`src/rtl/swma_pkg.sv`:
```
`timescale 1ns / 1ps
// ----------------------------------------------------------------------------
// swma_pkg
// Shared types and fixed constants of the sliding window moving average.
// ----------------------------------------------------------------------------
package swma_pkg;

  localparam int WIN_W     = 9;   // window size register
  localparam int AVG_W     = 32;  // average output, Q15.16
  localparam int FRAC_BITS = 16;
  localparam int Q_DEPTH   = 2;   // front-to-back queue

  typedef enum logic [1:0] {
    F_IDLE = 2'b01,
    F_UPD  = 2'b10
  } front_state_t;

  typedef enum logic [2:0] {
    B_IDLE = 3'b001,
    B_DIV  = 3'b010,
    B_DONE = 3'b100
  } back_state_t;

  typedef struct packed {
    logic full;
    logic empty;
  } q_stat_t;

endpackage

```
`src/rtl/swma_back.sv`:
```
`timescale 1ns / 1ps
// ----------------------------------------------------------------------------
// swma_back
// Bit-serial divide of sum * 2^16 by count, sign fix-up, output register.
// ----------------------------------------------------------------------------
module swma_back #(
  parameter int HELD_W = 9,
  parameter int SUM_W  = 24
) (
  input  logic                              clk,
  input  logic                              rst_n,
  input  swma_pkg::q_stat_t                 q_stat,
  output logic                              q_pop,
  input  logic signed [SUM_W-1:0]           q_sum,
  input  logic [HELD_W-1:0]                 q_count,
  output logic                              out_valid,
  input  logic                              out_ready,
  output logic signed [swma_pkg::AVG_W-1:0] out_average,
  output logic [HELD_W-1:0]                 out_held
);

  localparam int DIV_W = SUM_W + swma_pkg::FRAC_BITS;
  localparam int IC_W  = $clog2(DIV_W + 1);
  localparam int EXT_W = DIV_W + swma_pkg::AVG_W + 1;

  swma_pkg::back_state_t state_r, state_nxt;
  logic [DIV_W-1:0]  dvd_r;
  logic [HELD_W-1:0] rem_r;
  logic [HELD_W-1:0] dvs_r;
  logic [HELD_W-1:0] held_r;
  logic              neg_r;
  logic [IC_W-1:0]   iter_r;
  logic              out_valid_r;
  logic signed [swma_pkg::AVG_W-1:0] avg_r;
  logic [HELD_W-1:0] out_held_r;

  logic [SUM_W-1:0]   mag;
  logic [HELD_W:0]    rem_sh, diff;
  logic               ge;
  logic signed [DIV_W:0] sq;
  logic signed [EXT_W-1:0] sq_ext;
  logic               load_out;

  assign q_pop    = (state_r == swma_pkg::B_IDLE) && !q_stat.empty;
  assign load_out = (state_r == swma_pkg::B_DONE) && (!out_valid_r || out_ready);

  always_comb begin
    mag    = q_sum[SUM_W-1] ? SUM_W'(-q_sum) : SUM_W'(q_sum);
    rem_sh = {rem_r, dvd_r[DIV_W-1]};
    diff   = rem_sh - {1'b0, dvs_r};
    ge     = rem_sh >= {1'b0, dvs_r};
    sq     = neg_r ? -$signed({1'b0, dvd_r}) : $signed({1'b0, dvd_r});
    sq_ext = EXT_W'(sq);
    state_nxt = state_r;
    case (state_r)
      swma_pkg::B_IDLE: if (q_pop) state_nxt = swma_pkg::B_DIV;
      swma_pkg::B_DIV:  if (iter_r == IC_W'(DIV_W - 1)) state_nxt = swma_pkg::B_DONE;
      swma_pkg::B_DONE: if (load_out) state_nxt = swma_pkg::B_IDLE;
      default:          state_nxt = swma_pkg::B_IDLE;
    endcase
  end

  always_ff @(posedge clk) begin
    if (!rst_n) begin
      state_r     <= swma_pkg::B_IDLE;
      out_valid_r <= 1'b0;
    end else begin
      state_r <= state_nxt;
      if (load_out)       out_valid_r <= 1'b1;
      else if (out_ready) out_valid_r <= 1'b0;
    end
  end

  always_ff @(posedge clk) begin
    if (q_pop) begin
      dvd_r  <= {mag, swma_pkg::FRAC_BITS'(0)};
      rem_r  <= '0;
      dvs_r  <= q_count;
      held_r <= q_count;
      neg_r  <= q_sum[SUM_W-1];
      iter_r <= '0;
    end else if (state_r == swma_pkg::B_DIV) begin
      dvd_r  <= {dvd_r[DIV_W-2:0], ge};
      rem_r  <= ge ? diff[HELD_W-1:0] : rem_sh[HELD_W-1:0];
      iter_r <= iter_r + IC_W'(1);
    end
    if (load_out) begin
      avg_r      <= sq_ext[swma_pkg::AVG_W-1:0];
      out_held_r <= held_r;
    end
  end

  assign out_valid   = out_valid_r;
  assign out_average = avg_r;
  assign out_held    = out_held_r;

endmodule

```
`config.mk`:
```
export PLATFORM = sky130hd
export DESIGN_NAME = swma_back
export DESIGN_NICKNAME = d
export VERILOG_FILES = /design/src/rtl/swma_pkg.sv /design/src/rtl/swma_back.sv
export SDC_FILE = /design/constraint.sdc
export NUM_CORES = 1
export LEC_CHECK = 0
export BUFFER_PORTS_ARGS = -buffer_cell sky130_fd_sc_hd__buf_2
export CORE_ASPECT_RATIO = 0.8
export CORE_MARGIN = 1.5
export CORE_UTILIZATION = 45
export DETAILED_ROUTE_END_ITERATION = 7
export GPL_ROUTABILITY_DRIVEN = 0
export GPL_TIMING_DRIVEN = 0
export PLACE_DENSITY_LB_ADDON = 0.3
export SYNTH_ARGS = -nofsm -noshare
export SYNTH_HDL_FRONTEND = slang
export SYNTH_SLANG_ARGS = --single-unit
```
`constraint.sdc`:
```
create_clock -name clk -period 5.12 [get_ports clk]
set_clock_uncertainty 0.1 [all_clocks]
set_input_delay 0.256 -clock clk [delete_from_list [all_inputs] [get_ports clk]]
set_output_delay 0.256 -clock clk [all_outputs]
set_load 0.1 [all_outputs]
```
==> metrics.yaml <==
diodes: 0
die-area_um2: 12700
clock_sinks: 110
final_hold_viol_count: 0
cp_slowest_cell: "clkbuf_1"
hold_end: "neg_r$_DFFE_PP_"
grt_pass1_vias: 3737
core_um2: 11600
vias: 4043
drt_drc_violations_left: 0
grt_pass1_wl_um: 18000
start_util_pct: 46.7
clkTransAtPathRegs_ns: 0.07
crit_required_ns: 4.76
drt_iter0_drc: 230
leakagePower_nw: 2.42
grt_overflow_total: 0
die_w_um: 126
p_switching_w: 0.000477
internal_power_w: 0.00141
grt_antenna_before_repair: 0
cts_buffers: 9
slowest_delay_ns: 0.82
swShare_pct: 25.2
fin_crit_sh_pct: 63.7
cts_tree: "done"
wl_per_cell_um: 14.9
power-per-cell-area_nw_per_um2: 296
hp-start: "q_sum[23]"
finalSetupViolCount: 0
syn_nets: 537
timing.rr.start: "dvd_r[39]$_DFFE_PP_"
syn_area_per_cell_um2: 11.1
io_buffer_count: 79
start_kind: "flop"
seqPwrFrac_pct: 54.0
reg2reg_to: "rem_r[2]$_SDFFE_PP0N_"
report.final.slew_viol_count: 0
area_growth_pct: 17.9
syn_area_um2: 5420
htreeDepth: 3
first_pass_iters: 4
drive_gt1_share_pct: 19.5
insertion_delay_ns: 0.36
ys_seq_area_share_pct: 54.5
track_usage_pct: 17.8
yosysUniqueCellTypes: 58
p_comb_share_pct: 11.7
yosysWarnings: 0
cp_max_fo: 20
nNetsFinal: 637
syn_inst: 486
crit_chain: "nand2b_1 > or3_1 > clkbuf_1 > inv_1 > clkbuf_1 > buf_2"
io_pins: 81
peakVddDrop_uv: 141
vias_per_cell: 5.47
rows: 35
worstPathArrival_ns: 2.91
synthTopCellsByArea: "edfxtp_1 (42%), dfxtp_1 (13%), xnor2_1 (5.8%), o21ai_0 (4.5%), xor2_1 (3.7%)"
hold_depth: 1
final_util_pct: 55.0
fmax_ghz: 0.306
cp-end-kind: "output pin"
slew_headroom_pct: 27.4
rsz0062_at_grt: "false"
antenna_left: 0
period_needed_ns: 3.26
dieHeight_um: 101
tightest_slew_ns: 1.09
yosys_most_used_dff: "edfxtp_1"
postCtsSetupRepairBufs: 0
worst-setup-path-type: "reg -> out"
synth_top_area_share_pct: 41.6
power_frac_clock_pct: 34.2
routed_wirelength_um: 11000
hp-class: "in -> reg"
drv_cap: 0
grt_max_degree: 38
ff2ff_setup_slack_ns: 2.21
cts_buffer_depth: 2
synth_edf_count: 75
cts_root_buf: "clkbuf_16"
synthArstFlopShare_pct: 0
yosysTopAreaCell: "edfxtp_1"
status: "finished, final reports clean"
hpwl_um: 8050
ys_ff_latch: 110
crit_top_cell: "clkbuf_1"
fin_tns_setup_ns: 0
reg2reg_depth: 10
-- per-stage QoR --
step                      hold WS [ns]  area [um^2]  setup WS, ns  instances  total power (W)
after global placement           0.333         6000          1.17        713          0.00125
after detailed placement         0.334         6020          2.19        714          0.00126
after CTS                       0.0273         6380          1.80        739          0.00191
final                           0.0279         6380          1.86        739          0.00189
after floorplan                  0.232         5420          1.79        486          0.00119
after global routing            0.0226         6380          1.63        739          0.00198
-- area by class of cell --
cell class,count,area (um^2)
fillers,1028,5220
flip-flops and latches,110,2950
multi-input cells,334,2300
repair buffers,89,505
clock buffers,10,229
well taps,148,185
plain buffers,21,90.1
inverters,21,78.8
clock inverters,6,42.5
-- critical path: cells and delay by family, from the launching register on --
family	cells	cell delay, ns
buffers and inverters	4	1.77
flip-flops	1	0.41
AND/OR/NAND/NOR	2	0.37
-- cell usage in the layout, fill, tap and decap left out, drive strengths merged, types with 6 or more instances in the layout --
cell type     n
nand3         6
edfxtp       75
o31ai        17
nor3          6
a21oi        14
inv          24
nor4          6
nand2b        6
ha           12
o21ai        49
nand2        53
xnor2        36
xor2         23
or3           8
clkbuf       25
dfxtp        35
o41ai         9
dlygate4sd3   9
a22o         13
buf          86
nor2         23
nand4         6
-- cells by family after synthesis --
group / Yosys count / synth area share, %
flops: 110 / 54.5
compound gates: 122 / 15.6
buf+inv: 42 / 3.12
mux: 6 / 1.13
simple gates: 134 / 13.0
xor+xnor: 59 / 9.54
fa+ha+maj: 13 / 3.14
-- metal layers --
layer	vias to the layer above	wire [um]	track usage, %	part of all wire, %
met5	-	0	0	0
met3	18	625	5.31	5.7
met2	106	5000	28.5	46
met1	1925	5200	23.5	47
li1	1994	-	-	-
met4	0	167	5.59	1.5
-- power by group through the flow --
| stage | combinational [W] | clock, W | sequential [W] |
|---|---|---|---|
| after global routing | 0.000247 | 0.000702 | 0.00103 |
| after CTS | 0.000222 | 0.000666 | 0.00102 |
| after global placement | 0.000208 | 0 | 0.00104 |
| after detailed placement | 0.000215 | 0 | 0.00104 |
| after floorplan | 0.000151 | 0 | 0.00104 |
| final | 0.000222 | 0.000648 | 0.00102 |
-- synth_stat cells (4+ instances only) --
| master | n |
|---|---|
| o21ai_0 | 49 |
| o41ai_1 | 7 |
| inv_1 | 21 |
| xnor2_1 | 36 |
| dfxtp_1 | 35 |
| nor2b_1 | 4 |
| a22o_1 | 13 |
| nand2b_1 | 6 |
| or3_1 | 6 |
| a21oi_1 | 14 |
| nand3_1 | 6 |
| mux2i_1 | 5 |
| nand2_1 | 53 |
| ha_1 | 12 |
| xor2_1 | 23 |
| edfxtp_1 | 75 |
| nand4_1 | 5 |
| nor2_1 | 23 |
| clkbuf_1 | 14 |
| o31ai_1 | 14 |
| nor4_1 | 4 |
| nor3_1 | 5 |
-- registers in the layout, indices dropped and copies added, names as in the netlist --
register and cells:
out_valid 1, neg_r 1, rem_r 9, out_held 9, iter_r 6, held_r 9
dvd_r 40, state_r 3, out_average 32
-- worst max path at each step --
stage,startpoint,endpoint,slack (ns)
after detailed placement,state_r[0]$_SDFFE_PN1P_,q_pop,2.19
after global placement,state_r[2]$_SDFFE_PN0P_,out_average[29]$_DFFE_PP_,1.17
after global routing,state_r[0]$_SDFFE_PN1P_,q_pop,1.63
after floorplan,out_valid$_SDFFE_PN0P_,out_average[0]$_DFFE_PP_,1.79
after CTS,state_r[0]$_SDFFE_PN1P_,q_pop,1.80
final,state_r[0]$_SDFFE_PN1P_,q_pop,1.86
-- timing repair --
item	in CTS	in global routing
endpoints found under the hold margin	9	0
gates resized for setup	0	0
setup endpoints to repair	0	0
hold buffers	9	0
(Power assumes the default switching activity.)
