**src/rtl/swma_pkg.sv**
```systemverilog
`timescale 1ns / 1ps
// ----------------------------------------------------------------------------
// swma_pkg
// Shared types and fixed constants of the sliding window moving average.
// ----------------------------------------------------------------------------
package swma_pkg;

  localparam int WIN_W     = 9;   // window size register
  localparam int AVG_W     = 32;  // average output, Q15.16
  localparam int FRAC_BITS = 16;
  localparam int Q_DEPTH   = 2;   // front-to-back queue

  typedef enum logic [1:0] {
    F_IDLE = 2'b01,
    F_UPD  = 2'b10
  } front_state_t;

  typedef enum logic [2:0] {
    B_IDLE = 3'b001,
    B_DIV  = 3'b010,
    B_DONE = 3'b100
  } back_state_t;

  typedef struct packed {
    logic full;
    logic empty;
  } q_stat_t;

endpackage

```
**src/rtl/swma_front.sv**
```systemverilog
`timescale 1ns / 1ps
// ----------------------------------------------------------------------------
// swma_front
// Accepts samples, keeps the sample ring and running sum, pushes sum/count.
// ----------------------------------------------------------------------------
module swma_front #(
  parameter int MAX_WINDOW  = 256,
  parameter int SAMPLE_BITS = 16,
  parameter int PTR_W       = 8,
  parameter int HELD_W      = 9,
  parameter int SUM_W       = 24
) (
  input  logic                              clk,
  input  logic                              rst_n,
  input  logic                              cfg_we,
  input  logic [swma_pkg::WIN_W-1:0]        cfg_wdata,
  input  logic                              in_valid,
  output logic                              in_ready,
  input  logic signed [SAMPLE_BITS-1:0]     in_sample,
  input  swma_pkg::q_stat_t                 q_stat,
  output logic                              q_push,
  output logic signed [SUM_W-1:0]           q_sum,
  output logic [HELD_W-1:0]                 q_count
);

  localparam int CMP_W = (HELD_W > swma_pkg::WIN_W) ? HELD_W : swma_pkg::WIN_W;
  localparam int AW    = HELD_W + 1;

  logic signed [SAMPLE_BITS-1:0] ring [MAX_WINDOW];

  swma_pkg::front_state_t state_r, state_nxt;
  logic [swma_pkg::WIN_W-1:0]    window_r;
  logic signed [SAMPLE_BITS-1:0] sample_r;
  logic signed [SAMPLE_BITS-1:0] old_r;
  logic                          drop_r;
  logic [PTR_W-1:0]              wr_r;
  logic [PTR_W-1:0]              oldest_r, oldest_nxt;
  logic [HELD_W-1:0]             fill_r, fill_nxt;
  logic signed [SUM_W-1:0]       sum_r, sum_nxt;

  logic              accept;
  logic [CMP_W-1:0]  w_ext, w_eff;
  logic              drop;
  logic [AW-1:0]     wr_raw, wr_wrap;

  assign accept   = in_valid && in_ready;
  assign in_ready = (state_r == swma_pkg::F_IDLE) && !q_stat.full;

  always_comb begin
    w_ext = CMP_W'(window_r);
    w_eff = w_ext;
    if (w_ext == '0) begin
      w_eff = CMP_W'(1);
    end else if (w_ext > CMP_W'(MAX_WINDOW)) begin
      w_eff = CMP_W'(MAX_WINDOW);
    end
    drop    = CMP_W'(fill_r) >= w_eff;
    wr_raw  = AW'(oldest_r) + AW'(fill_r);
    wr_wrap = (wr_raw >= AW'(MAX_WINDOW)) ? wr_raw - AW'(MAX_WINDOW) : wr_raw;
  end

  always_comb begin
    sum_nxt    = sum_r - (drop_r ? SUM_W'(old_r) : '0) + SUM_W'(sample_r);
    fill_nxt   = drop_r ? fill_r : fill_r + HELD_W'(1);
    oldest_nxt = oldest_r;
    if (drop_r) begin
      oldest_nxt = (oldest_r == PTR_W'(MAX_WINDOW - 1)) ? '0 : oldest_r + PTR_W'(1);
    end
    state_nxt = state_r;
    case (state_r)
      swma_pkg::F_IDLE: if (accept) state_nxt = swma_pkg::F_UPD;
      swma_pkg::F_UPD:  state_nxt = swma_pkg::F_IDLE;
      default:          state_nxt = swma_pkg::F_IDLE;
    endcase
  end

  assign q_push  = (state_r == swma_pkg::F_UPD);
  assign q_sum   = sum_nxt;
  assign q_count = fill_nxt;

  always_ff @(posedge clk) begin
    if (!rst_n) begin
      state_r  <= swma_pkg::F_IDLE;
      window_r <= swma_pkg::WIN_W'(1);
      oldest_r <= '0;
      fill_r   <= '0;
      sum_r    <= '0;
    end else begin
      state_r <= state_nxt;
      if (cfg_we) window_r <= cfg_wdata;
      if (q_push) begin
        oldest_r <= oldest_nxt;
        fill_r   <= fill_nxt;
        sum_r    <= sum_nxt;
      end
    end
  end

  always_ff @(posedge clk) begin
    if (accept) begin
      sample_r <= in_sample;
      drop_r   <= drop;
      wr_r     <= wr_wrap[PTR_W-1:0];
    end
  end

  always_ff @(posedge clk) begin
    old_r <= ring[oldest_r];
    if (q_push) ring[wr_r] <= sample_r;
  end

endmodule

```
**config.mk**
```make
export PLATFORM = sky130hd
export DESIGN_NAME = swma_front
export DESIGN_NICKNAME = d
export VERILOG_FILES = /design/src/rtl/swma_pkg.sv /design/src/rtl/swma_front.sv
export SDC_FILE = /design/constraint.sdc
export NUM_CORES = 2
export LEC_CHECK = 0
export BUFFER_PORTS_ARGS = -buffer_cell sky130_fd_sc_hd__buf_2
export CAP_MARGIN = 20
export CORE_ASPECT_RATIO = 1.75
export CORE_MARGIN = 2
export CORE_UTILIZATION = 40
export CTS_CLUSTER_DIAMETER = 50
export DETAILED_ROUTE_END_ITERATION = 10
export GPL_TIMING_DRIVEN = 0
export HOLD_SLACK_MARGIN = 0.03
export MAX_ROUTING_LAYER = met4
export PLACE_DENSITY = 0.61
export SLEW_MARGIN = 20
export SYNTH_ARGS = -nofsm -noshare
export SYNTH_HDL_FRONTEND = slang
export SYNTH_SLANG_ARGS = --single-unit
```
**constraint.sdc**
```tcl
create_clock -name clk -period 19.2 [get_ports clk]
set_input_delay 1.92 -clock clk [delete_from_list [all_inputs] [get_ports clk]]
set_output_delay 1.92 -clock clk [all_outputs]
set_load 0.02 [all_outputs]
```
==> flow_metrics.py <==
metrics = {
    "status": {
        "outcome": "finished clean",
    },
    "drt": {
        "top_layer": "met4",
        "route.detailed.drc": 0,
        "dr.first_iter.drc_count": 14280,
        "routedWlPerCell_um": 46.26,
        "wl_met1_um": 193000,
        "drtAntennaViolNets": 0,
        "dr.pass1.iters": 9,
        "wirelength_um": 669400,
        "viasPerCell": 6.425,
        "routed-wl-met3_um": 69380,
        "dr_total_vias": 92960,
        "dr_wl_met2_um": 314200,
    },
    "timing": {
        "rsz0062_at_grt": "no",
        "period_needed_ps": 7635,
        "max_freq_mhz": 131.0,
        "clock_skew_ps": 60.77,
        "worst_pin_slew_ps": 1340,
        "fin_setup_tns_ps": 0,
        "maxSlewHeadroom_pct": 10.64,
        "final_max_slew_viol_count": 0,
        "period_share_pct": 39.77,
        "setup_violations": 0,
        "report.final.hold_viol_count": 0,
    },
    "pwr": {
        "p_leak_nw": 58.90,
        "powerDensity_nw_per_um2": 93.44,
        "total_power_mw": 18.06,
        "ir_drop_v": 0.00008143,
    },
    "die": {
        "die-area_sq_um": 415400,
        "core_area_sq_um": 409000,
        "die_x_um": 488.1,
        "rows": 311,
        "die_h_um": 851.1,
        "floorplan.initialDensity_pct": 40.11,
        "ios": 66,
    },
    "critical_path": {
        "worst_setup_path_start_kind": "flop",
        "crit_path_max_fanout": 15,
        "cp-end-kind": "primary output",
        "r2r_start": "oldest_r[3]",
        "path_class": "flop to primary output",
        "arrival_ps": 5720,
        "rrSetupSlack_ps": 11890,
        "r2r-end": "old_r[15]",
        "crit_required_ps": 17280,
        "reg2reg_depth": 10,
    },
    "job": {
        "maxCapViolCount": 0,
    },
    "synthesis": {
        "synthesis.area_sq_um": 164000,
        "synth_nets": 7907,
        "syn_inst": 7809,
        "avgSynthCellArea_sq_um": 21.01,
        "synth-async-reset-ratio_pct": 0,
        "synth_cell_types": 71,
        "synth_warnings": 0,
        "synth_edf_count": 4121,
        "ys_seq_area_share_pct": 76.27,
        "synth_ff_type": "edfxtp_1",
        "ys_ff_latch": 4189,
    },
    "placed_design": {
        "place_hpwl_um": 478500,
        "gp_congestion": 1.044,
        "port_buffers": 63,
    },
    "global_routing": {
        "track_usage_pct": 33.03,
        "overflow": 0,
        "grt_max_degree": 33,
        "antenna_found_initial": 60,
        "grt_pass1_wl_um": 868400,
        "grt_pass1_vias": 90690,
    },
    "clock_tree": {
        "hold_buffers": 0,
        "htree_levels": 5,
        "cts_tree": "yes",
        "cts_buffer_depth": 4,
        "clock_sinks": 4189,
        "ctsResizeCount": 0,
        "clk_latency_ps": 1020,
        "clk_pin_slew_ps": 70,
        "cts_root_buf": "clkbuf_16",
        "postCtsSetupRepairBufs": 0,
        "cts_buffers": 366,
    },
    "worst_hold_path": {
        "whs_path_depth": 2,
        "min_to": "sum_r[8]",
        "hold_class": "flop to flop",
        "worstHoldStart": "sum_r[8]",
    },
    "cells_and_area": {
        "regArea_sq_um": 125100,
        "area_delta_synth_final_pct": 17.85,
        "mostFrequentLayoutCells": "edfxtp_1 (4121), mux4_2 (919), mux2i_1 (511)",
        "nets": 8736,
        "multiInputGateArea_sq_um": 37740,
        "final_common_cell": "edfxtp_1",
        "n_fill_cell": 33180,
        "drive_gt1_share_pct": 28.68,
    },
}
-- through the flow --
stage,hold slack [ps],std cells,util [%],setup slack (ps),cell area (sq um)
floorplan,436.3,7809,-,10090,164000
global placement,448.1,13350,41.86,4800,171200
detailed placement,446.3,13750,44.28,12310,181100
CTS,455.6,14410,47.22,11610,193100
global route,474.9,14450,47.26,11390,193300
finish,453.2,14470,47.27,11560,193300
-- worst max-delay path by stage --
stage,start,to,cells past startpoint
4_1_cts,sample_r[1],q_sum[20],16
3_3_place_gp,sample_r[15],q_sum[21],12
5_1_grt,sample_r[1],q_sum[22],16
6_report,sample_r[1],q_sum[20],16
2_1_floorplan,sample_r[15],q_sum[23],12
3_5_place_dp,oldest_r[3],old_r[15],10
-- flip-flops by register name (all words and copies together) (netlist names) --
name	count
ring	4096
sum_r	24
old_r	16
sample_r	16
fill_r	9
w_ext	9
oldest_r	8
wr_r	8
state_r	2
drop_r	1
-- power breakdown --
part | switching (mW) | internal, mW
sequential | 0.00998 | 10.0
combinational | 0.250 | 0.115
clock | 3.46 | 4.23
total | 3.72 | 14.3
-- cell families after synthesis --
logic type / count (synthesis) / share of synthesized area [%]
muxes: 1444 / 15.83
xor gates and xnor gates: 50 / 0.2670
adders and majority gates: 67 / 0.6209
and+or+nand+nor: 774 / 2.049
buffers and inverters: 571 / 1.852
DFF: 4189 / 76.27
AOI/OAI and AO/OA: 714 / 3.108
-- area by class of cell --
type / instances / share of cell area (%)
inverters: 121 / 0.2350
diodes: 61 / 0.07897
plain buffers: 450 / 1.462
clock inverters: 216 / 1.198
repair buffers: 461 / 4.223
well taps: 5477 / 3.545
flip-flops and latches: 4189 / 64.72
clock buffers: 444 / 5.014
multi-input cells: 3049 / 19.52
-- synth_stat cells, types with 68 or more instances --
master | instances | area [sq um]
a221oi_1 | 148 | 1296
o21ai_0 | 133 | 665.6
a21oi_1 | 114 | 570.6
mux4_2 | 919 | 20700
nand2_1 | 195 | 732.0
edfxtp_1 | 4121 | 123700
clkbuf_1 | 200 | 750.7
buf_2 | 78 | 390.4
buf_6 | 68 | 765.7
nand3_1 | 80 | 400.4
dfxtp_1 | 68 | 1361
mux2i_1 | 512 | 5125
inv_1 | 116 | 435.4
nor2_1 | 345 | 1295
-- per-layer routing --
layer | up-vias | global-route usage, %
met5 | - | -
met1 | 48510 | 32.26
li1 | 34250 | -
met4 | 0 | 35.39
met2 | 7525 | 50.73
met3 | 2675 | 9.058
-- worst max-delay path, cell delays in order, from the launching register on --
cell,delay (ps)
edfxtp_1,700
buf_16,230
buf_8,210
buf_16,180
inv_1,80
fa_1,550
inv_1,70
fa_1,420
a211oi_1,310
o21ai_0,170
a21oi_1,420
o31ai_1,270
a21o_1,250
o31a_1,290
nor2_1,160
xnor2_1,140
buf_2,190
No activity file was read; power rests on OpenSTA's default activity.
