[src/rtl/swma_pkg.sv]
`timescale 1ns / 1ps
// ----------------------------------------------------------------------------
// swma_pkg
// Shared types and fixed constants of the sliding window moving average.
// ----------------------------------------------------------------------------
package swma_pkg;

  localparam int WIN_W     = 9;   // window size register
  localparam int AVG_W     = 32;  // average output, Q15.16
  localparam int FRAC_BITS = 16;
  localparam int Q_DEPTH   = 2;   // front-to-back queue

  typedef enum logic [1:0] {
    F_IDLE = 2'b01,
    F_UPD  = 2'b10
  } front_state_t;

  typedef enum logic [2:0] {
    B_IDLE = 3'b001,
    B_DIV  = 3'b010,
    B_DONE = 3'b100
  } back_state_t;

  typedef struct packed {
    logic full;
    logic empty;
  } q_stat_t;

endpackage

[src/rtl/swma_queue.sv]
`timescale 1ns / 1ps
// ----------------------------------------------------------------------------
// swma_queue
// Short FIFO of running sum and sample count between front and back.
// ----------------------------------------------------------------------------
module swma_queue #(
  parameter int HELD_W = 9,
  parameter int SUM_W  = 24
) (
  input  logic                    clk,
  input  logic                    rst_n,
  input  logic                    push,
  input  logic signed [SUM_W-1:0] push_sum,
  input  logic [HELD_W-1:0]       push_count,
  input  logic                    pop,
  output logic signed [SUM_W-1:0] pop_sum,
  output logic [HELD_W-1:0]       pop_count,
  output swma_pkg::q_stat_t       stat
);

  localparam int QP_W = $clog2(swma_pkg::Q_DEPTH);
  localparam int QC_W = $clog2(swma_pkg::Q_DEPTH + 1);

  logic signed [SUM_W-1:0] sum_q [swma_pkg::Q_DEPTH];
  logic [HELD_W-1:0]       cnt_q [swma_pkg::Q_DEPTH];
  logic [QP_W-1:0]         wp_r, rp_r;
  logic [QC_W-1:0]         cnt_r;

  assign stat.full  = cnt_r == QC_W'(swma_pkg::Q_DEPTH);
  assign stat.empty = cnt_r == '0;
  assign pop_sum    = sum_q[rp_r];
  assign pop_count  = cnt_q[rp_r];

  always_ff @(posedge clk) begin
    if (!rst_n) begin
      wp_r  <= '0;
      rp_r  <= '0;
      cnt_r <= '0;
    end else begin
      if (push) wp_r <= (wp_r == QP_W'(swma_pkg::Q_DEPTH - 1)) ? '0 : wp_r + QP_W'(1);
      if (pop)  rp_r <= (rp_r == QP_W'(swma_pkg::Q_DEPTH - 1)) ? '0 : rp_r + QP_W'(1);
      if (push && !pop)      cnt_r <= cnt_r + QC_W'(1);
      else if (pop && !push) cnt_r <= cnt_r - QC_W'(1);
    end
  end

  always_ff @(posedge clk) begin
    if (push) begin
      sum_q[wp_r] <= push_sum;
      cnt_q[wp_r] <= push_count;
    end
  end

endmodule

[config.mk]
export PLATFORM = sky130hd
export DESIGN_NAME = swma_queue
export DESIGN_NICKNAME = d
export VERILOG_FILES = /design/src/rtl/swma_pkg.sv /design/src/rtl/swma_queue.sv
export SDC_FILE = /design/constraint.sdc
export NUM_CORES = 1
export LEC_CHECK = 0
export BUFFER_PORTS_ARGS = -buffer_cell sky130_fd_sc_hd__buf_2
export CAP_MARGIN = 20
export CORE_MARGIN = 2
export CORE_UTILIZATION = 51
export DETAILED_ROUTE_END_ITERATION = 8
export PLACE_DENSITY = 0.9
export SLEW_MARGIN = 15
export SYNTH_ARGS = -nofsm -noshare
export SYNTH_HDL_FRONTEND = slang
export SYNTH_SLANG_ARGS = --single-unit
[constraint.sdc]
create_clock -name clk -period 2.97 [get_ports clk]
set_clock_uncertainty 0.2 [all_clocks]
set_input_delay 0.297 -clock clk [delete_from_list [all_inputs] [get_ports clk]]
set_output_delay 0.297 -clock clk [all_outputs]
set_load 0.1 [all_outputs]
==> results of run 1 <==
==> timing repair <==
action                                 CTS  global route
hold buffers                            33             0
endpoints found under the hold margin   66             0
setup buffers                            0             0
==> power by group through the flow <==
stage,Sequential (mW),Combinational [mW],Clock (mW)
finish,1.17,0.621,0.778
CTS,1.17,0.620,0.781
floorplan,1.19,0.493,0
global placement,1.19,0.578,0
global route,1.17,0.642,0.827
detailed placement,1.19,0.584,0
==> sequential cells by signal, indices dropped and copies added, names as in the netlist, named ones only <==
register / cells
cnt_q: 18
cnt_r: 2
rp_r: 1
sum_q: 48
wp_r: 1
==> logic make-up (layout without fill, tap and decap cells) <==
kind of cell    count (synthesis)  in the layout
fa+ha+maj                       1              1
compound gates                  3              3
simple gates                    9              9
mux                            33             33
xor+xnor                        3              3
buf+inv                         5            125
flops                          71             71
==> per-layer routing <==
metal  GRT usage (%)  routed length (um)  vias to the layer above
met5               0                   0                        -
met4            9.55                  95                        0
met3            4.89                 197                       10
met2            32.3                2710                       54
met1            21.2                2120                      733
li1                -                   -                      714
==> worst paths after layout <==
path	start	to
max	flip-flop	pop_sum[10]
min	rst_n	flip-flop
max reg2reg	wp_r	sum_q[0][1]
min reg2reg	cnt_r[1]	cnt_r[1]
==> critical path: cells and delay by family (launching register included) <==
| kind | cells | cell delay, ps |
|---|---|---|
| mux | 1 | 400 |
| buf+inv | 2 | 690 |
| flops | 1 | 310 |
==> area by class of cell <==
| type | count | share of cell area (%) |
|---|---|---|
| Clock buffer | 9 | 3.45 |
| Inverter | 1 | 0.105 |
| Clock inverter | 6 | 2.13 |
| Tap cell | 67 | 2.34 |
| Sequential cell | 71 | 58.0 |
| Timing Repair Buffer | 109 | 20.2 |
| Multi-Input combinational cell | 49 | 13.8 |
==> layout by cell type, fill, tap and decap left out, drive strengths merged <==
cell type	Yosys	final
buf	4	76
xnor2	1	1
ha	1	1
or3	1	1
inv	1	1
clkbuf	0	9
o21a	1	1
clkinv	0	4
bufinv	0	2
dlygate4sd3	0	33
nor2	1	1
xor2	2	2
a21boi	1	1
o21ai	1	1
and2b	1	1
and2	4	4
mux2	33	33
nor2b	2	2
dfxtp	5	5
edfxtp	66	66
==> impl_metrics.py, run 1 <==
metrics = {
    "global_routing": {
        "grtUsageTotal_pct": 18.6,
        "grt_pass1_vias": 1512,
        "antenna_found_initial": 0,
        "overflow": 0,
        "grt_max_degree": 34,
        "grt_pass1_wl_um": 7340,
    },
    "setup_path": {
        "worst_ep_arrival_time_ps": 1730,
        "endpoint_kind": "primary output",
        "slowest_stage": "mux2_2",
        "worstRegToRegCells": 2,
        "rrSetupSlack_ps": 1540,
        "cp.required_ps": 2470,
        "critPathMaxFanout": 33,
        "cp_cell_sequence": "buf_4 > mux2_2 > buf_2",
        "criticalPathCategory": "flip-flop to primary output",
        "critical_path.max_stage_delay_ps": 400,
        "critPathLaunchType": "flip-flop",
    },
    "pwr": {
        "p_per_area_nw_per_um2": 716,
        "power_leakage_nw": 1.39,
        "pwr-share-clk_pct": 30.3,
        "power.switching_mw": 0.815,
        "p_comb_share_pct": 24.2,
        "intPower_mw": 1.76,
        "vdd_drop_max_mv": 0.402,
        "p_sw_share_pct": 31.7,
        "seqPwrFrac_pct": 45.5,
        "power.total_mw": 2.57,
    },
    "yosys": {
        "synth_area_um2": 2600,
        "synth_most_common_cell": "edfxtp_1",
        "synth_edf_count": 66,
        "ys.warnings.count": 0,
        "yosys-top-cells-count": "66 x edfxtp_1, 33 x mux2_2, 5 x dfxtp_1, 4 x and2_1, 3 x buf_4",
        "synthMuxAreaShare_pct": 14.3,
        "netlist.area_leader.share_pct": 76.2,
        "async_flop_share_pct": 0,
        "synth.area.top_cells": "edfxtp_1 76%, mux2_2 14%, dfxtp_1 3.8%",
        "synthCells": 125,
        "synth_flop_cell": "edfxtp_1",
        "avgSynthCellArea_um2": 20.8,
        "syn_nets": 163,
        "yosys.area_share.adder_pct": 0.481,
        "yosys.area_share.simple_pct": 2.17,
        "synth_top_cell_by_area": "edfxtp_1",
        "synth_cell_type_count": 17,
        "synth_compound_area_share_pct": 0.770,
        "synth_top_family_by_area": "multiplexers",
        "synthXorXnorAreaFrac_pct": 1.01,
        "ys_seq_elements": 71,
        "ys_seq_area_share_pct": 80.1,
    },
    "timing": {
        "drv_slew": 0,
        "max_slew.worst_pin.slew_ps": 506,
        "hold_ws_ps": 30.3,
        "fin_crit_ps": 2220,
        "slew_headroom_pct": 66.5,
        "finalHoldViolations": 0,
        "max_freq_ghz": 0.449,
        "finalSetupViolCount": 0,
        "rsz0062_at_grt": "no",
        "worst_slack_ps": 745,
        "period_share_pct": 74.9,
        "tns_ps": 0,
    },
    "cells_and_area": {
        "nets": 279,
        "insertedDiodeCount": 0,
        "fin_cells": 312,
        "fill_cells": 301,
        "drive_gt1_share_pct": 50.2,
        "synthToLayoutAreaGrowth_pct": 38.0,
        "final_area_um2": 3590,
        "register_area_um2": 2080,
        "fin_util_pct": 74.5,
        "multi_input_area_um2": 494,
    },
    "placed_design": {
        "dpl.cell_count": 264,
        "dpl_worst_slack_ps": 1100,
        "place_area_um2": 3060,
        "gp_congestion": 0.704,
        "dp_hpwl_um": 2960,
        "portBuffers": 71,
    },
    "clocking": {
        "cts_resized": 0,
        "h-tree-depth": 3,
        "cts_tree": "done",
        "clk_path_buf_depth": 2,
        "path_clk_slew_ps": 70,
        "clockRootBuffer": "clkbuf_8",
        "clk_latency_ps": 320,
        "cts_inserted_buffers": 9,
        "clock_sinks": 71,
    },
    "floorplan": {
        "ios": 72,
        "die_area_um2": 5690,
        "coreArea_um2": 4820,
        "rows": 25,
        "die_x_um": 75.4,
        "die_y_um": 75.4,
        "initial_core_util_pct": 54.0,
    },
    "worst_hold_path": {
        "hp-class": "primary input to flip-flop",
        "holdPathStages": 2,
    },
    "drt": {
        "drt_first_pass_iters": 4,
        "drc": 0,
        "drtAntennaViolNets": 0,
        "vias": 1511,
        "via_per_inst": 4.84,
        "drt_iter0_drc": 83,
        "avgRoutedWirePerCell_um": 16.4,
        "wirelength_um": 5130,
    },
    "job": {
        "cap_violations": 0,
    },
    "status": {
        "status": "complete, no violations",
    },
}
No activity file was read; power rests on OpenSTA's default activity.
==> inputs of run 2 (changes only) <==
--- a/config.mk
+++ b/config.mk
@@ -8,9 +8,9 @@
 export BUFFER_PORTS_ARGS = -buffer_cell sky130_fd_sc_hd__buf_2
 export CAP_MARGIN = 20
 export CORE_MARGIN = 2
-export CORE_UTILIZATION = 51
+export CORE_UTILIZATION = 46
 export DETAILED_ROUTE_END_ITERATION = 8
-export PLACE_DENSITY = 0.9
+export PLACE_DENSITY = 0.86
 export SLEW_MARGIN = 15
 export SYNTH_ARGS = -nofsm -noshare
 export SYNTH_HDL_FRONTEND = slang
==> constraint.sdc (replaced) <==
create_clock -name clk -period 1.9 [get_ports clk]
set_clock_uncertainty 0.2 [all_clocks]
set_input_delay 0.19 -clock clk [delete_from_list [all_inputs] [get_ports clk]]
set_output_delay 0.19 -clock clk [all_outputs]
set_load 0.1 [all_outputs]
==> run 2 against run 1 <==
Non-clock buffer count rose by 3. Hold slack improved by 2.3 ps. Sequential share of layout area shrank 7.9 points. Flip-flop and latch count stayed put. Via count grew 0.99%. Worst setup slack got worse by 710 ps. Power rose by 70%. Critical path type unchanged.
==> impl_metrics.py, run 2 (synthesis results as in run 1) <==
metrics = {
    "global_routing": {
        "grt_pass1_vias": 1723,
        "antenna_found_initial": 0,
        "overflow": 0,
        "met2_usage_pct": 37.0,
        "globalRouteMet3Util_pct": 5.00,
        "grt_pass1_wl_um": 8460,
        "grt_max_degree": 21,
        "met1_usage_pct": 18.2,
        "grtUsageTotal_pct": 18.9,
        "top_usage_layer": "met2",
    },
    "pwr": {
        "p_per_area_nw_per_um2": 1050,
        "power.total_mw": 4.37,
        "power_leakage_nw": 1.59,
        "vdd_drop_max_mv": 0.731,
    },
    "setup_path": {
        "critPathLaunchType": "flip-flop",
        "rr_startpoint": "rp_r",
        "worst_ep_arrival_time_ps": 1480,
        "worstRegToRegCells": 3,
        "endpoint_kind": "primary output",
        "cp.required_ps": 1510,
        "critPathMaxFanout": 15,
        "criticalPathCategory": "flip-flop to primary output",
        "rrSetupSlack_ps": 400,
    },
    "clocking": {
        "h-tree-depth": 3,
        "path_clk_slew_ps": 70,
        "clockRootBuffer": "clkbuf_8",
        "cts_inserted_buffers": 9,
        "cts_tree": "done",
        "clk_path_buf_depth": 2,
        "clock_sinks": 71,
        "clk_latency_ps": 330,
    },
    "floorplan": {
        "die_y_um": 79.2,
        "die_x_um": 79.2,
        "ios": 72,
        "initial_core_util_pct": 47.5,
        "coreArea_um2": 5470,
        "rows": 27,
        "die_area_um2": 6270,
    },
    "timing": {
        "max_freq_ghz": 0.536,
        "hold_ws_ps": 32.6,
        "fin_crit_ps": 1870,
        "tns_ps": 0,
        "finalSetupViolCount": 0,
        "finalHoldViolations": 0,
        "max_slew.worst_pin.slew_ps": 484,
        "worst_slack_ps": 34.0,
        "slew_headroom_pct": 68.0,
        "rsz0062_at_grt": "yes",
        "drv_slew": 0,
        "period_share_pct": 98.2,
    },
    "cells_and_area": {
        "fin_util_pct": 76.0,
        "largest_reg_flops": 48,
        "final_area_um2": 4160,
        "final_common_cell": "edfxtp_1",
        "drive_gt1_share_pct": 51.4,
        "synthToLayoutAreaGrowth_pct": 60.0,
        "largestRegisters": "sum_q: 48 flops, cnt_q: 18 flops, cnt_r: 2 flops",
        "nets": 282,
        "final_cell_mix": "66 x edfxtp_1, 38 x buf_2, 35 x dlygate4sd3_1, 35 x buf_12, 33 x mux2_2",
        "top_register": "sum_q",
        "fin_cells": 321,
        "insertedDiodeCount": 0,
        "fill_cells": 326,
    },
    "drt": {
        "drtAntennaViolNets": 0,
        "via_per_inst": 4.75,
        "drt_first_pass_iters": 4,
        "avgRoutedWirePerCell_um": 17.1,
        "wirelength_um": 5470,
        "drc": 0,
        "drt_iter0_drc": 90,
        "vias": 1526,
    },
    "worst_hold_path": {
        "hold_path_startpoint": "pop",
        "holdPathEnd": "rp_r",
        "hp-class": "primary input to flip-flop",
        "holdPathStages": 3,
    },
    "status": {
        "status": "complete, no violations",
    },
    "placed_design": {
        "place_area_um2": 3570,
        "dp_hpwl_um": 3220,
        "dpl.cell_count": 270,
        "dpl_worst_slack_ps": 203,
        "gp_congestion": 0.679,
        "portBuffers": 71,
    },
    "job": {
        "cap_violations": 0,
    },
}
[run 2: layout make-up]
type | count | area (um2) | share of cell area [%]
timing repair buffer | 112 | 1270 | 30.6
clock inverter | 7 | 87.6 | 2.11
inverter | 1 | 3.75 | 0.0903
clock buffer | 9 | 124 | 2.98
sequential | 71 | 2090 | 50.2
tap | 72 | 90.1 | 2.17
multi-input combinational | 49 | 497 | 11.9
[run 2: worst max-delay path, stage by stage (launching register included)]
cell and delay, ps:
dfxtp_4 410, buf_12 160, mux2_2 380, buf_12 170
[run 2: how the worst max path moves through the flow]
stage / cells after the start / end / slack [ps] / start
2_1_floorplan: 1 / cnt_q[0][0] / 90 / wp_r
3_3_place_gp: 3 / pop_sum[4] / 250 / flip-flop
3_5_place_dp: 3 / pop_sum[18] / 200 / flip-flop
4_1_cts: 3 / pop_sum[18] / 6 / flip-flop
5_1_grt: 3 / pop_sum[13] / -5 / flip-flop
6_report: 3 / pop_sum[18] / 30 / flip-flop
[run 2: power by group]
part / leakage [nW] / switching, mW / total [mW] / internal, mW
sequential: 0.662 / 0.0352 / 1.84 / 1.80
clock: 0.100 / 0.549 / 1.28 / 0.727
combinational: 0.832 / 0.788 / 1.26 / 0.469
total: 1.59 / 1.37 / 4.37 / 3.00
[run 2: per-layer routing]
metal	part of all wire (%)	up-vias
met1	36	753
met2	59	46
met4	1.8	0
li1	-	719
met5	0	-
met3	3.4	8
[run 2: what timing repair did]
action / CTS / global route
setup buffers: 0 / 0
endpoints found under the setup margin: 29 / 23
pin swaps: 0 / 0
resized for setup: 6 / 2
hold buffers: 35 / 0
hold endpoints to repair: 71 / 0
==> inputs of run 3 (changes only) <==
--- a/config.mk
+++ b/config.mk
@@ -7,7 +7,6 @@
 export LEC_CHECK = 0
 export BUFFER_PORTS_ARGS = -buffer_cell sky130_fd_sc_hd__buf_2
 export CAP_MARGIN = 20
-export CORE_MARGIN = 2
 export CORE_UTILIZATION = 46
 export DETAILED_ROUTE_END_ITERATION = 8
 export PLACE_DENSITY = 0.86
==> run 3 against run 2 <==
Wire length decreased by 4.8%. Global-route usage increased by 0.19 points. Die area decreased by 5.0%. Sequential power about the same. Non-clock buffer count decreased by 1. Clock power decreased by 9%. Register-to-register slack improved by 170 ps. Combinational power about the same. Hold slack got worse by 7.0 ps. Flip-flop and latch count unchanged. Critical endpoint is now pop_count[0]. Largest power group unchanged. Highest routed layer unchanged.
==> impl_metrics.py, run 3 (synthesis results as in run 1) <==
metrics = {
    "floorplan": {
        "ios": 72,
        "die_y_um": 77.2,
        "initial_core_util_pct": 47.5,
        "die_area_um2": 5960,
        "die_x_um": 77.2,
        "coreArea_um2": 5470,
        "rows": 27,
    },
    "setup_path": {
        "critical_path.max_stage_delay_ps": 390,
        "critPathMaxFanout": 13,
        "slowest_stage": "mux2_2",
        "rrSetupSlack_ps": 570,
        "worst_ep_arrival_time_ps": 1490,
        "cp.required_ps": 1510,
        "path_delay_family": "buffers and inverters",
        "cp_cell_sequence": "buf_4 > mux2_2 > buf_12",
        "cp_num_buf_inv": 2,
        "criticalPathCategory": "flip-flop to primary output",
        "endpoint_kind": "primary output",
        "critPathLaunchType": "flip-flop",
    },
    "pwr": {
        "p_per_area_nw_per_um2": 1030,
        "pwr-share-clk_pct": 27.3,
        "p_comb_share_pct": 29.5,
        "power.switching_mw": 1.37,
        "seqPwrFrac_pct": 43.2,
        "intPower_mw": 2.86,
        "power_leakage_nw": 1.57,
        "power.total_mw": 4.23,
        "p_sw_share_pct": 32.4,
        "vdd_drop_max_mv": 0.598,
    },
    "placed_design": {
        "dpl_worst_slack_ps": 320,
        "portBuffers": 71,
        "gp_congestion": 0.676,
        "dp_hpwl_um": 3170,
    },
    "clocking": {
        "cts_inserted_buffers": 9,
        "cts_tree": "done",
        "h-tree-depth": 3,
        "cts_setup_buffers": 0,
        "clk_path_buf_depth": 2,
        "clockRootBuffer": "clkbuf_8",
        "path_clk_slew_ps": 70,
        "clk_latency_ps": 320,
        "clock_sinks": 71,
    },
    "timing": {
        "period_share_pct": 99.0,
        "max_freq_ghz": 0.532,
        "worst_slack_ps": 19.3,
        "slew_headroom_pct": 67.7,
        "finalHoldViolations": 0,
        "fin_crit_ps": 1880,
        "drv_slew": 0,
        "max_slew.worst_pin.slew_ps": 488,
        "tns_ps": 0,
        "finalSetupViolCount": 0,
        "rsz0062_at_grt": "yes",
    },
    "global_routing": {
        "grtUsageTotal_pct": 19.1,
        "grt_pass1_wl_um": 8090,
        "overflow": 0,
        "grt_pass1_vias": 1646,
        "antenna_found_initial": 0,
        "grt_max_degree": 21,
    },
    "job": {
        "cap_violations": 0,
    },
    "cells_and_area": {
        "drive_gt1_share_pct": 51.6,
        "top_register": "sum_q",
        "fin_util_pct": 75.1,
        "largest_reg_flops": 48,
        "final_cell_mix": "66 x edfxtp_1, 38 x buf_2, 34 x dlygate4sd3_1, 33 x mux2_2, 33 x buf_12",
        "final_common_cell": "edfxtp_1",
        "largestRegisters": "sum_q: 48 flops, cnt_q: 18 flops, cnt_r: 2 flops",
        "synthToLayoutAreaGrowth_pct": 58.0,
        "insertedDiodeCount": 0,
        "nets": 281,
    },
    "drt": {
        "drc": 0,
        "drt_iter0_drc": 61,
        "drt_first_pass_iters": 4,
        "avgRoutedWirePerCell_um": 16.3,
        "via_per_inst": 4.83,
        "vias": 1545,
        "wirelength_um": 5210,
        "drtAntennaViolNets": 0,
    },
    "worst_hold_path": {
        "hp-class": "primary input to flip-flop",
    },
    "status": {
        "status": "complete, no violations",
    },
}
## run 3: through the flow
step / std cells / hold slack (ps) / cell area [um2]
3_5_place_dp: 270 / 181 / 3570
5_1_grt: 320 / 14.2 / 4110
4_1_cts: 320 / 14.7 / 4110
2_1_floorplan: 125 / 88.9 / 2610
3_3_place_gp: 270 / 178 / 3570
6_report: 320 / 25.6 / 4110
## run 3: per-layer routing
| metal | GRT usage, % | part of all wire, % | vias up |
|---|---|---|---|
| met5 | 0 | 0 | - |
| met4 | 10.4 | 1.9 | 0 |
| met1 | 19.9 | 39 | 760 |
| met2 | 34.9 | 55 | 56 |
| met3 | 4.52 | 3.9 | 9 |
| li1 | - | - | 720 |
## run 3: path summary, 6_finish.rpt
| kind | startpoint | endpoint | cells after the start |
|---|---|---|---|
| max | flip-flop | pop_count[0] | 3 |
| min | push | wp_r | 3 |
| max reg2reg | wp_r | cnt_q[1][5] | 2 |
| min reg2reg | cnt_r[1] | cnt_r[1] | 2 |
## run 3: cell type report
| class | count | area, um2 |
|---|---|---|
| inverters | 1 | 3.75 |
| clock buffers | 9 | 124 |
| well taps | 72 | 90.1 |
| fillers | 313 | 1360 |
| clock inverters | 7 | 72.6 |
| flip-flops and latches | 71 | 2080 |
| repair buffers | 111 | 1240 |
| multi-input cells | 49 | 497 |
## run 3: power groups by stage
stage                     combinational [mW]  clock (mW)  sequential (mW)
after floorplan                        0.772           0             1.85
after global placement                  1.17           0             1.86
after detailed placement                1.19           0             1.86
after CTS                               1.25        1.19             1.83
after global routing                    1.28        1.26             1.84
final                                   1.25        1.16             1.83
## run 3: tightest hold or removal path, delay by kind of cell
family	cells	cell delay, ps
and+or+nand+nor	1	50
buffers and inverters	1	120
AOI/OAI and AO/OA	1	150
## run 3: timing repair
item                                    4_1_cts  5_1_grt
hold buffers                                 34        0
gates resized for setup                       1        0
endpoints found under the setup margin       20       33
endpoints found under the hold margin        71        0
